===== config.mk =====
export PLATFORM = sky130hd
export DESIGN_NAME = fork_axis_position_and_drive_limit_flat
export DESIGN_NICKNAME = d
export VERILOG_FILES = /design/src/design/fapdl_pkg.sv /design/src/design/fapdl_if.sv /design/src/design/fork_axis_position_and_drive_limit.sv /design/src/flat_wrapper.sv
export SDC_FILE = /design/constraint.sdc
export NUM_CORES = 1
export LEC_CHECK = 0
export BUFFER_PORTS_ARGS = -buffer_cell sky130_fd_sc_hd__buf_2
export CAP_MARGIN = 20
export CELL_PAD_IN_SITES_DETAIL_PLACEMENT = 0
export CELL_PAD_IN_SITES_GLOBAL_PLACEMENT = 2
export CORE_MARGIN = 2
export CORE_UTILIZATION = 40
export CTS_CLUSTER_DIAMETER = 80
export DETAILED_ROUTE_END_ITERATION = 12
export PLACE_DENSITY_LB_ADDON = 0.1
export SYNTH_ARGS = -nofsm -noshare
export SYNTH_HDL_FRONTEND = slang
export SYNTH_SLANG_ARGS = --single-unit

===== constraint.sdc =====
create_clock -name clk -period 11.4 [get_ports clk]
set_input_delay 1.71 -clock clk [delete_from_list [all_inputs] [get_ports clk]]
set_output_delay 1.71 -clock clk [all_outputs]
set_load 0.02 [all_outputs]

===== src/design/fapdl_pkg.sv =====
package fapdl_pkg;

	// Field widths
	localparam int unsigned MODE_W   = 2;
	localparam int unsigned RAW_W    = 16;
	localparam int unsigned DRIVE_W  = 8;
	localparam int unsigned POS_W    = 48;
	localparam int unsigned TURN_W   = 32;
	localparam int unsigned LIMIT_W  = 31;
	localparam int unsigned SPEED_W  = 7;
	localparam int unsigned CFG_IDX_W = 3;
	localparam int unsigned CFG_DATA_W = LIMIT_W;

	// Default parameter values
	localparam int unsigned WRAP_HALF_DEF    = 16384;
	localparam int unsigned ENCODER_SPAN_DEF = 32768;

	typedef enum logic [MODE_W-1:0] {
		MODE_SAMPLE = 2'd0,
		MODE_BUTTON = 2'd1,
		MODE_TICK   = 2'd2
	} mode_t;

	// Register indices on the configuration channel
	localparam logic [CFG_IDX_W-1:0] CFG_SLOW_ENTER_LOW  = 3'd0;
	localparam logic [CFG_IDX_W-1:0] CFG_SLOW_EXIT_LOW   = 3'd1;
	localparam logic [CFG_IDX_W-1:0] CFG_SLOW_EXIT_HIGH  = 3'd2;
	localparam logic [CFG_IDX_W-1:0] CFG_SLOW_ENTER_HIGH = 3'd3;
	localparam logic [CFG_IDX_W-1:0] CFG_TRAVEL_LIMIT    = 3'd4;
	localparam logic [CFG_IDX_W-1:0] CFG_NORMAL_SPEED    = 3'd5;
	localparam logic [CFG_IDX_W-1:0] CFG_SLOW_SPEED      = 3'd6;

	// Register reset values
	localparam logic [LIMIT_W-1:0] SLOW_ENTER_LOW_RST  = 31'd8000;
	localparam logic [LIMIT_W-1:0] SLOW_EXIT_LOW_RST   = 31'd12000;
	localparam logic [LIMIT_W-1:0] SLOW_EXIT_HIGH_RST  = 31'd44000;
	localparam logic [LIMIT_W-1:0] SLOW_ENTER_HIGH_RST = 31'd48000;
	localparam logic [LIMIT_W-1:0] TRAVEL_LIMIT_RST    = 31'd56000;
	localparam logic [SPEED_W-1:0] NORMAL_SPEED_RST    = 7'd50;
	localparam logic [SPEED_W-1:0] SLOW_SPEED_RST      = 7'd30;

	localparam logic [SPEED_W-1:0] SPEED_MAX = 7'd100;
	localparam logic signed [DRIVE_W-1:0] DRIVE_LIMIT = 8'sd100;

endpackage


===== src/design/fapdl_if.sv =====
interface fapdl_in_if;
	logic                                   valid;
	logic                                   ready;
	logic [fapdl_pkg::MODE_W-1:0]           mode;
	logic signed [fapdl_pkg::RAW_W-1:0]     encoder_raw;
	logic                                   switch_a;
	logic                                   switch_b;
	logic                                   raise_button;
	logic                                   lower_button;

	modport source (output valid, mode, encoder_raw, switch_a, switch_b,
		raise_button, lower_button, input ready);
	modport sink (input valid, mode, encoder_raw, switch_a, switch_b,
		raise_button, lower_button, output ready);
endinterface

interface fapdl_out_if;
	logic                                   valid;
	logic                                   ready;
	logic signed [fapdl_pkg::DRIVE_W-1:0]   drive;
	logic signed [fapdl_pkg::POS_W-1:0]     position;
	logic                                   slow_zone;
	logic signed [fapdl_pkg::TURN_W-1:0]    turns;

	modport source (output valid, drive, position, slow_zone, turns, input ready);
	modport sink (input valid, drive, position, slow_zone, turns, output ready);
endinterface

interface fapdl_cfg_if;
	logic                                   valid;
	logic                                   ready;
	logic [fapdl_pkg::CFG_IDX_W-1:0]        index;
	logic [fapdl_pkg::CFG_DATA_W-1:0]       data;

	modport source (output valid, index, data, input ready);
	modport sink (input valid, index, data, output ready);
endinterface


===== src/design/fork_axis_position_and_drive_limit.sv =====
// Channel   | Role   | Payload
// ----------+--------+------------------------------------------------------
// item_in   | sink   | mode, encoder_raw, switch_a, switch_b, raise/lower_button
// result_out| source | drive, position, slow_zone, turns
// cfg       | sink   | index (register number), data
//
// One item per cycle sustained while result_out is ready. An accepted item is
// held in the input stage and, when it advances, updates the axis state and
// lands in the result register, which offers its result. The single-pass
// update loop through the state registers sets the rate. Reset clears the
// valid flags and axis state and loads register defaults. Output stall backs
// up through the result register to item_in.ready; cfg.ready is always high.
module fork_axis_position_and_drive_limit #(
	parameter int unsigned WRAP_HALF    = fapdl_pkg::WRAP_HALF_DEF,
	parameter int unsigned ENCODER_SPAN = fapdl_pkg::ENCODER_SPAN_DEF
) (
	input  logic        clk,
	input  logic        arst_n,
	fapdl_in_if.sink    item_in,
	fapdl_out_if.source result_out,
	fapdl_cfg_if.sink   cfg
);

	localparam int unsigned POS_W  = fapdl_pkg::POS_W;
	localparam int unsigned TURN_W = fapdl_pkg::TURN_W;
	localparam int unsigned RAW_W  = fapdl_pkg::RAW_W;
	localparam int unsigned LIM_W  = fapdl_pkg::LIMIT_W;
	localparam int unsigned SPD_W  = fapdl_pkg::SPEED_W;
	localparam int unsigned DRV_W  = fapdl_pkg::DRIVE_W;

	localparam logic [POS_W-1:0] SPAN48 = POS_W'(ENCODER_SPAN);
	// turn * span at the two ends of the 32-bit turn range, modulo 2^48
	localparam logic [63:0] BASE_MAX_W = 64'd2147483647 * 64'(ENCODER_SPAN);
	localparam logic [63:0] BASE_MIN_W = 64'd0 - (64'd2147483648 * 64'(ENCODER_SPAN));
	localparam logic [POS_W-1:0] BASE_MAX = BASE_MAX_W[POS_W-1:0];
	localparam logic [POS_W-1:0] BASE_MIN = BASE_MIN_W[POS_W-1:0];
	localparam logic signed [RAW_W+1:0] HALF_P = (RAW_W+2)'(WRAP_HALF);
	localparam logic signed [RAW_W+1:0] HALF_N = -HALF_P;
	localparam logic [TURN_W-1:0] TURN_MAX = {1'b0, {(TURN_W-1){1'b1}}};
	localparam logic [TURN_W-1:0] TURN_MIN = {1'b1, {(TURN_W-1){1'b0}}};
	localparam logic [TURN_W-1:0] TURN_ONE = {{(TURN_W-1){1'b0}}, 1'b1};

	// configuration registers
	logic [LIM_W-1:0] enter_low_q, exit_low_q, exit_high_q, enter_high_q, travel_q;
	logic [SPD_W-1:0] normal_spd_q, slow_spd_q;

	// input stage
	logic                    valid_s1;
	logic [1:0]              mode_s1;
	logic signed [RAW_W-1:0] raw_s1;
	logic                    sw_a_s1, sw_b_s1, raise_s1, lower_s1;

	// axis state
	logic                    seeded_q;
	logic signed [RAW_W-1:0] prev_raw_q;
	logic [TURN_W-1:0]       turn_q;
	logic [POS_W-1:0]        base_q;      // sign-extended turn_q * span
	logic [POS_W-1:0]        offset_q;
	logic [POS_W-1:0]        axis_q;
	logic                    lat_a_q, lat_b_q, slow_q;
	logic signed [DRV_W-1:0] drive_q;

	// result register
	logic                    out_valid_q;
	logic signed [DRV_W-1:0] drive_out_q;
	logic [POS_W-1:0]        pos_out_q;
	logic                    slow_out_q;
	logic [TURN_W-1:0]       turns_out_q;

	logic advance;

	// next-state values
	logic                    seeded_nx;
	logic signed [RAW_W-1:0] prev_raw_nx;
	logic [TURN_W-1:0]       turn_nx;
	logic [POS_W-1:0]        base_nx, offset_nx, axis_nx;
	logic                    lat_a_nx, lat_b_nx, slow_nx;
	logic signed [DRV_W-1:0] drive_nx;

	logic signed [RAW_W-1:0] prev_eff;
	logic signed [RAW_W:0]   diff;
	logic [POS_W-1:0]        total;
	logic signed [POS_W-1:0] pos_s;
	logic                    in_enter, in_exit, at_travel;
	logic [SPD_W-1:0]        spd_sel, spd;
	logic signed [DRV_W-1:0] spd_pos, spd_neg;

	assign advance       = valid_s1 && (!out_valid_q || result_out.ready);
	assign item_in.ready = !valid_s1 || advance;
	assign cfg.ready     = 1'b1;

	assign result_out.valid     = out_valid_q;
	assign result_out.drive     = drive_out_q;
	assign result_out.position  = pos_out_q;
	assign result_out.slow_zone = slow_out_q;
	assign result_out.turns     = turns_out_q;

	// unwrap path
	assign prev_eff = seeded_q ? prev_raw_q : raw_s1;
	assign diff     = {raw_s1[RAW_W-1], raw_s1} - {prev_eff[RAW_W-1], prev_eff};

	// drive path
	assign pos_s     = $signed(axis_q);
	assign in_enter  = (pos_s <= $signed({{(POS_W-LIM_W){1'b0}}, enter_low_q}))
		|| (pos_s >= $signed({{(POS_W-LIM_W){1'b0}}, enter_high_q}));
	assign in_exit   = (pos_s >= $signed({{(POS_W-LIM_W){1'b0}}, exit_low_q}))
		&& (pos_s <= $signed({{(POS_W-LIM_W){1'b0}}, exit_high_q}));
	assign at_travel = pos_s >= $signed({{(POS_W-LIM_W){1'b0}}, travel_q});

	always_comb begin
		seeded_nx   = seeded_q;
		prev_raw_nx = prev_raw_q;
		turn_nx     = turn_q;
		base_nx     = base_q;
		offset_nx   = offset_q;
		axis_nx     = axis_q;
		lat_a_nx    = lat_a_q;
		lat_b_nx    = lat_b_q;
		slow_nx     = slow_q;
		drive_nx    = drive_q;
		total       = '0;
		spd_sel     = '0;
		spd         = '0;
		spd_pos     = '0;
		spd_neg     = '0;
		case (mode_s1)
			fapdl_pkg::MODE_SAMPLE: begin
				lat_a_nx    = sw_a_s1;
				lat_b_nx    = sw_b_s1;
				seeded_nx   = 1'b1;
				prev_raw_nx = raw_s1;
				if ($signed({diff[RAW_W], diff}) > HALF_P) begin
					turn_nx = turn_q - TURN_ONE;
					base_nx = (turn_q == TURN_MIN) ? BASE_MAX : base_q - SPAN48;
				end else if ($signed({diff[RAW_W], diff}) < HALF_N) begin
					turn_nx = turn_q + TURN_ONE;
					base_nx = (turn_q == TURN_MAX) ? BASE_MIN : base_q + SPAN48;
				end
				total     = base_nx + {{(POS_W-RAW_W){raw_s1[RAW_W-1]}}, raw_s1};
				offset_nx = sw_a_s1 ? total : offset_q;
				// -(total - offset)
				axis_nx   = offset_nx - total;
			end
			fapdl_pkg::MODE_BUTTON: begin
				if (in_enter) begin
					slow_nx = 1'b1;
				end else if (in_exit) begin
					slow_nx = 1'b0;
				end
				spd_sel = slow_nx ? slow_spd_q : normal_spd_q;
				spd     = (spd_sel > fapdl_pkg::SPEED_MAX) ? fapdl_pkg::SPEED_MAX : spd_sel;
				spd_pos = $signed({1'b0, spd});
				spd_neg = -spd_pos;
				if (lat_a_q) begin
					drive_nx = lower_s1 ? spd_neg : '0;
				end else if (lat_b_q || at_travel) begin
					drive_nx = raise_s1 ? spd_pos : '0;
				end else if (raise_s1) begin
					drive_nx = spd_pos;
				end else if (lower_s1) begin
					drive_nx = spd_neg;
				end else begin
					drive_nx = '0;
				end
			end
			fapdl_pkg::MODE_TICK: begin
				if (lat_a_q && drive_q > 0) begin
					drive_nx = '0;
				end
				if (lat_b_q && drive_q < 0) begin
					drive_nx = '0;
				end
			end
			default: begin
			end
		endcase
	end

	always_ff @(posedge clk or negedge arst_n) begin
		if (!arst_n) begin
			enter_low_q  <= fapdl_pkg::SLOW_ENTER_LOW_RST;
			exit_low_q   <= fapdl_pkg::SLOW_EXIT_LOW_RST;
			exit_high_q  <= fapdl_pkg::SLOW_EXIT_HIGH_RST;
			enter_high_q <= fapdl_pkg::SLOW_ENTER_HIGH_RST;
			travel_q     <= fapdl_pkg::TRAVEL_LIMIT_RST;
			normal_spd_q <= fapdl_pkg::NORMAL_SPEED_RST;
			slow_spd_q   <= fapdl_pkg::SLOW_SPEED_RST;
		end else if (cfg.valid) begin
			case (cfg.index)
				fapdl_pkg::CFG_SLOW_ENTER_LOW:  enter_low_q  <= cfg.data;
				fapdl_pkg::CFG_SLOW_EXIT_LOW:   exit_low_q   <= cfg.data;
				fapdl_pkg::CFG_SLOW_EXIT_HIGH:  exit_high_q  <= cfg.data;
				fapdl_pkg::CFG_SLOW_ENTER_HIGH: enter_high_q <= cfg.data;
				fapdl_pkg::CFG_TRAVEL_LIMIT:    travel_q     <= cfg.data;
				fapdl_pkg::CFG_NORMAL_SPEED:    normal_spd_q <= cfg.data[SPD_W-1:0];
				fapdl_pkg::CFG_SLOW_SPEED:      slow_spd_q   <= cfg.data[SPD_W-1:0];
				default: begin
				end
			endcase
		end
	end

	always_ff @(posedge clk or negedge arst_n) begin
		if (!arst_n) begin
			valid_s1 <= 1'b0;
		end else if (item_in.ready) begin
			valid_s1 <= item_in.valid;
		end
	end

	always_ff @(posedge clk) begin
		if (item_in.valid && item_in.ready) begin
			mode_s1  <= item_in.mode;
			raw_s1   <= item_in.encoder_raw;
			sw_a_s1  <= item_in.switch_a;
			sw_b_s1  <= item_in.switch_b;
			raise_s1 <= item_in.raise_button;
			lower_s1 <= item_in.lower_button;
		end
	end

	always_ff @(posedge clk or negedge arst_n) begin
		if (!arst_n) begin
			seeded_q   <= 1'b0;
			prev_raw_q <= '0;
			turn_q     <= '0;
			base_q     <= '0;
			offset_q   <= '0;
			axis_q     <= '0;
			lat_a_q    <= 1'b0;
			lat_b_q    <= 1'b0;
			slow_q     <= 1'b0;
			drive_q    <= '0;
		end else if (advance) begin
			seeded_q   <= seeded_nx;
			prev_raw_q <= prev_raw_nx;
			turn_q     <= turn_nx;
			base_q     <= base_nx;
			offset_q   <= offset_nx;
			axis_q     <= axis_nx;
			lat_a_q    <= lat_a_nx;
			lat_b_q    <= lat_b_nx;
			slow_q     <= slow_nx;
			drive_q    <= drive_nx;
		end
	end

	always_ff @(posedge clk or negedge arst_n) begin
		if (!arst_n) begin
			out_valid_q <= 1'b0;
		end else if (advance) begin
			out_valid_q <= 1'b1;
		end else if (result_out.ready) begin
			out_valid_q <= 1'b0;
		end
	end

	always_ff @(posedge clk) begin
		if (advance) begin
			drive_out_q <= drive_nx;
			pos_out_q   <= axis_nx;
			slow_out_q  <= slow_nx;
			turns_out_q <= turn_nx;
		end
	end

endmodule


===== src/flat_wrapper.sv =====
// flat-port wrapper written by rule: the top's interface ports become plain ports
module fork_axis_position_and_drive_limit_flat 
#(
	parameter int unsigned WRAP_HALF    = fapdl_pkg::WRAP_HALF_DEF,
	parameter int unsigned ENCODER_SPAN = fapdl_pkg::ENCODER_SPAN_DEF
)
  (clk, arst_n, item_in_valid, item_in_mode, item_in_encoder_raw, item_in_switch_a, item_in_switch_b, item_in_raise_button, item_in_lower_button, item_in_ready, result_out_valid, result_out_drive, result_out_position, result_out_slow_zone, result_out_turns, result_out_ready, cfg_valid, cfg_index, cfg_data, cfg_ready);
  fapdl_in_if item_in_i ();
  fapdl_out_if result_out_i ();
  fapdl_cfg_if cfg_i ();
  input  logic clk;
  input  logic arst_n;
  input wire logic [$bits(item_in_i.valid)-1:0] item_in_valid;
  input wire logic [$bits(item_in_i.mode)-1:0] item_in_mode;
  input wire logic [$bits(item_in_i.encoder_raw)-1:0] item_in_encoder_raw;
  input wire logic [$bits(item_in_i.switch_a)-1:0] item_in_switch_a;
  input wire logic [$bits(item_in_i.switch_b)-1:0] item_in_switch_b;
  input wire logic [$bits(item_in_i.raise_button)-1:0] item_in_raise_button;
  input wire logic [$bits(item_in_i.lower_button)-1:0] item_in_lower_button;
  output wire logic [$bits(item_in_i.ready)-1:0] item_in_ready;
  output wire logic [$bits(result_out_i.valid)-1:0] result_out_valid;
  output wire logic [$bits(result_out_i.drive)-1:0] result_out_drive;
  output wire logic [$bits(result_out_i.position)-1:0] result_out_position;
  output wire logic [$bits(result_out_i.slow_zone)-1:0] result_out_slow_zone;
  output wire logic [$bits(result_out_i.turns)-1:0] result_out_turns;
  input wire logic [$bits(result_out_i.ready)-1:0] result_out_ready;
  input wire logic [$bits(cfg_i.valid)-1:0] cfg_valid;
  input wire logic [$bits(cfg_i.index)-1:0] cfg_index;
  input wire logic [$bits(cfg_i.data)-1:0] cfg_data;
  output wire logic [$bits(cfg_i.ready)-1:0] cfg_ready;
  assign item_in_i.valid = item_in_valid;
  assign item_in_i.mode = item_in_mode;
  assign item_in_i.encoder_raw = item_in_encoder_raw;
  assign item_in_i.switch_a = item_in_switch_a;
  assign item_in_i.switch_b = item_in_switch_b;
  assign item_in_i.raise_button = item_in_raise_button;
  assign item_in_i.lower_button = item_in_lower_button;
  assign item_in_ready = item_in_i.ready;
  assign result_out_valid = result_out_i.valid;
  assign result_out_drive = result_out_i.drive;
  assign result_out_position = result_out_i.position;
  assign result_out_slow_zone = result_out_i.slow_zone;
  assign result_out_turns = result_out_i.turns;
  assign result_out_i.ready = result_out_ready;
  assign cfg_i.valid = cfg_valid;
  assign cfg_i.index = cfg_index;
  assign cfg_i.data = cfg_data;
  assign cfg_ready = cfg_i.ready;
  fork_axis_position_and_drive_limit #(.WRAP_HALF(WRAP_HALF), .ENCODER_SPAN(ENCODER_SPAN)) u_core (.clk(clk), .arst_n(arst_n), .item_in(item_in_i), .result_out(result_out_i), .cfg(cfg_i));
endmodule

==> reports/qor.yml <==
insertion_delay_ns: 0.66
drt_iter0_drc: 1641
placed_area_mm2: 0.0340
finalCritPeriodShare: 0.904
hold_viol_final: 0
core_area_mm2: 0.0802
drcViolationCount: 0
fp.dieW_um: 288
worst_slew_margin_rel: 0.338
power_density_mw_per_mm2: 303
hp-class: "flip-flop to flip-flop"
clk_pin_slew_ns: 0.06
cp_slowest_cell: "a2111oi_0"
layout-drive-gt1-share: 0.137
vias: 26400
stdcell_area_mm2: 0.0362
required_ns: 11.78
cts_tree: "done"
synth_flop_cell: "dfrtp_1"
grt_pass1_wl_um: 152000
synthesis.area_mm2: 0.0322
ys_warn_count: 0
ant_nets: 0
seq_area_frac_synth: 0.396
pin_count: 153
rsz0062_at_grt: "no"
run_status: "finished, final reports clean"
tightest_slew_ns: 0.993
antenna_found_initial: 3
postSynthAreaPerCell_um2: 9.05
fillers: 7921
crit_path_start_kind: "flip-flop"
track_usage: 0.232
syn_inst: 3562
slew_viol_final: 0
wl_per_cell_um: 20.3
tns_ns: 0
io_buffers: 151
dr.pass1.iters: 5
viasPerCell: 5.53
setup_viol: 0
htreeDepth: 2
ctsHoldBuffers: 0
start_util: 0.402
grt.overflow.total: 0
timing.fmax_mhz: 97.0
arrival_ns: 10.69
irDropWorstVdd_v: 0.000203
grt_max_degree: 148
cpPeakStageDelay_ns: 0.88
synth_cell_types: 94
synth_seq_cells: 486
critPathKind: "flip-flop to flip-flop"
routabilityCongestion: 0.852
layout.nets: 3992
clk_path_buf_depth: 3
synthArstFlopShare: 0.772
clock-sinks: 486
path_common_cell: "a21oi_1"
die_h_um: 288
end_kind: "flip-flop"
drv_cap: 0
syn2layout_area_growth_pct: 12.4
die_area_mm2: 0.0829
root_buffer: "clkbuf_16"
finalCriticalPeriod_ns: 10.31
dpl.hpwl_um: 71500
skew_ns: 0.0464
num_rows: 104
cellLeakagePower_nw: 16.4
numCtsBuffers: 60
wirelength_um: 96500
path_max_fanout: 21
synth_edf_count: 111
synth_nets: 3901
grt_pass1_vias: 26000
sequential cells by signal, indices dropped and copies added (netlist names), 2 cells and up:
register,cells
u_core.enter_high_q,31
u_core.axis_q,48
u_core.enter_low_q,31
u_core.exit_low_q,31
u_core.result_out.turns,32
u_core.normal_spd_q,7
u_core.offset_q,48
u_core.result_out.drive,8
u_core.result_out.position,48
u_core.slow_spd_q,7
u_core.travel_q,31
u_core.turn_q,32
u_core.mode_s1,2
u_core.exit_high_q,31
u_core.raw_s1,16
u_core.drive_q,8
u_core.prev_raw_q,16
u_core.base_q,48
where the power goes:
part	leakage [nW]	internal, mW	total [mW]	switching [mW]
combinational	9.69	2.34	5.93	3.59
clock	1.07	1.31	2.13	0.820
sequential	5.68	2.36	2.91	0.552
through the flow:
stage          hold WS (ns)  instances   util  worst slack [ns]  power [mW]
2_1_floorplan         0.415       3562      -              2.35        7.06
3_3_place_gp          0.429       4651  0.424             0.892        8.75
3_5_place_dp          0.430       4651  0.424             0.714        8.81
4_1_cts               0.444       4765  0.452             0.706        11.0
5_1_grt               0.484       4765  0.452             0.257        11.9
6_report              0.443       4766  0.452              1.09        11.0
cells by family after synthesis:
kind of cell / after synthesis / synth area share
AO/OA/AOI/OAI: 918 / 0.178
flip-flops: 486 / 0.396
buffers and inverters: 386 / 0.0466
XOR/XNOR: 164 / 0.0450
AND/OR/NAND/NOR: 1169 / 0.171
other: 1 / 0.000116
multiplexers: 160 / 0.0547
adder cells (fa/ha/maj): 278 / 0.109
cell type report:
type	count	area, um2	area share
Clock inverter	35	559	0.0154
Sequential cell	486	12800	0.353
Clock buffer	79	1640	0.0454
Tap cell	1060	1330	0.0366
Multi-Input combinational cell	2690	18000	0.497
Timing Repair Buffer	187	1050	0.0289
Antenna cell	1	2.50	0.0000691
Inverter	228	858	0.0237
worst paths after layout:
check	from	to	slack [ns]	cells past startpoint
worst max register to register	u_core.seeded_q	u_core.result_out.position[40]	1.09	37
worst max-delay path	u_core.seeded_q	u_core.result_out.position[40]	1.09	37
worst min-delay path	u_core.sw_b_s1	u_core.lat_b_q	0.44	2
min in group asynchronous	arst_n	u_core.turn_q[0]	1.09	1
max in group asynchronous	arst_n	u_core.seeded_q	8.78	2
worst min register to register	u_core.sw_b_s1	u_core.lat_b_q	0.44	2
synthesized netlist by cell type (25+ instances only):
cell      count  area (um2)
nor3_1       60         300
xor2_1       61         534
mux2i_1      31         310
nand2b_1     30         188
or3_1        25         156
nor2_1      200         751
clkbuf_1    122         458
a21oi_1     190         951
o21a_1       27         203
mux2_2      129        1450
o21ai_0     334        1670
nand3_1      60         300
and2_1       50         313
o211ai_1     30         225
nor2b_1      26         163
dfstp_2      42        1100
a211oi_1     31         233
edfxtp_1    111        3330
dfrtp_1     333        8330
nor4_1       27         169
ha_1        275        3440
nand2_1     532        2000
and3_1       31         194
xnor2_1     102         893
inv_1       228         856
nand4_1      55         344
a21o_1       93         698
placed cells by master, fill, tap and decap left out, types with 12 or more instances in the layout:
cell and instances:
a211oi_1 31, a21o_1 93, a21oi_1 190, a221oi_1 12, a31oi_1 24, and2_1 50, and3_1 31, buf_2 150
buf_4 35, bufinv_16 13, clkbuf_1 13, clkbuf_16 61, dfrtp_1 332, dfstp_2 42, edfxtp_1 111, ha_1 274
inv_1 227, mux2_2 129, mux2i_1 31, nand2_1 530, nand2b_1 30, nand3_1 60, nand4_1 55, nor2_1 198
nor2b_1 26, nor3_1 57, nor4_1 27, o211ai_1 30, o21a_1 27, o21ai_0 334, o21bai_1 14, o31ai_1 19
or3_1 25, or4_1 12, xnor2_1 102, xor2_1 61
metal layers:
layer | track usage | part of all wire | wire, um
met1 | 0.332 | 0.48 | 46700
met2 | 0.366 | 0.45 | 43300
met3 | 0.0285 | 0.040 | 3890
met4 | 0.0703 | 0.027 | 2640
met5 | 0 | 0 | 0
critical path: cells and delay by family (launching register included):
family                     cells  cell delay [ns]
xor gates and xnor gates       2             0.51
buffers and inverters          2             0.42
DFF                            1             0.68
and+or+nand+nor               11             2.09
AOI/OAI and AO/OA             18             5.12
muxes                          1             0.24
adders and majority gates      3             0.97
repair_timing:
| item | 4_1_cts | 5_1_grt |
|---|---|---|
| buffers inserted | 0 | 0 |
| endpoints found under the setup margin | 0 | 4 |
| gates resized for setup | 0 | 1 |
(Power assumes the default switching activity.)
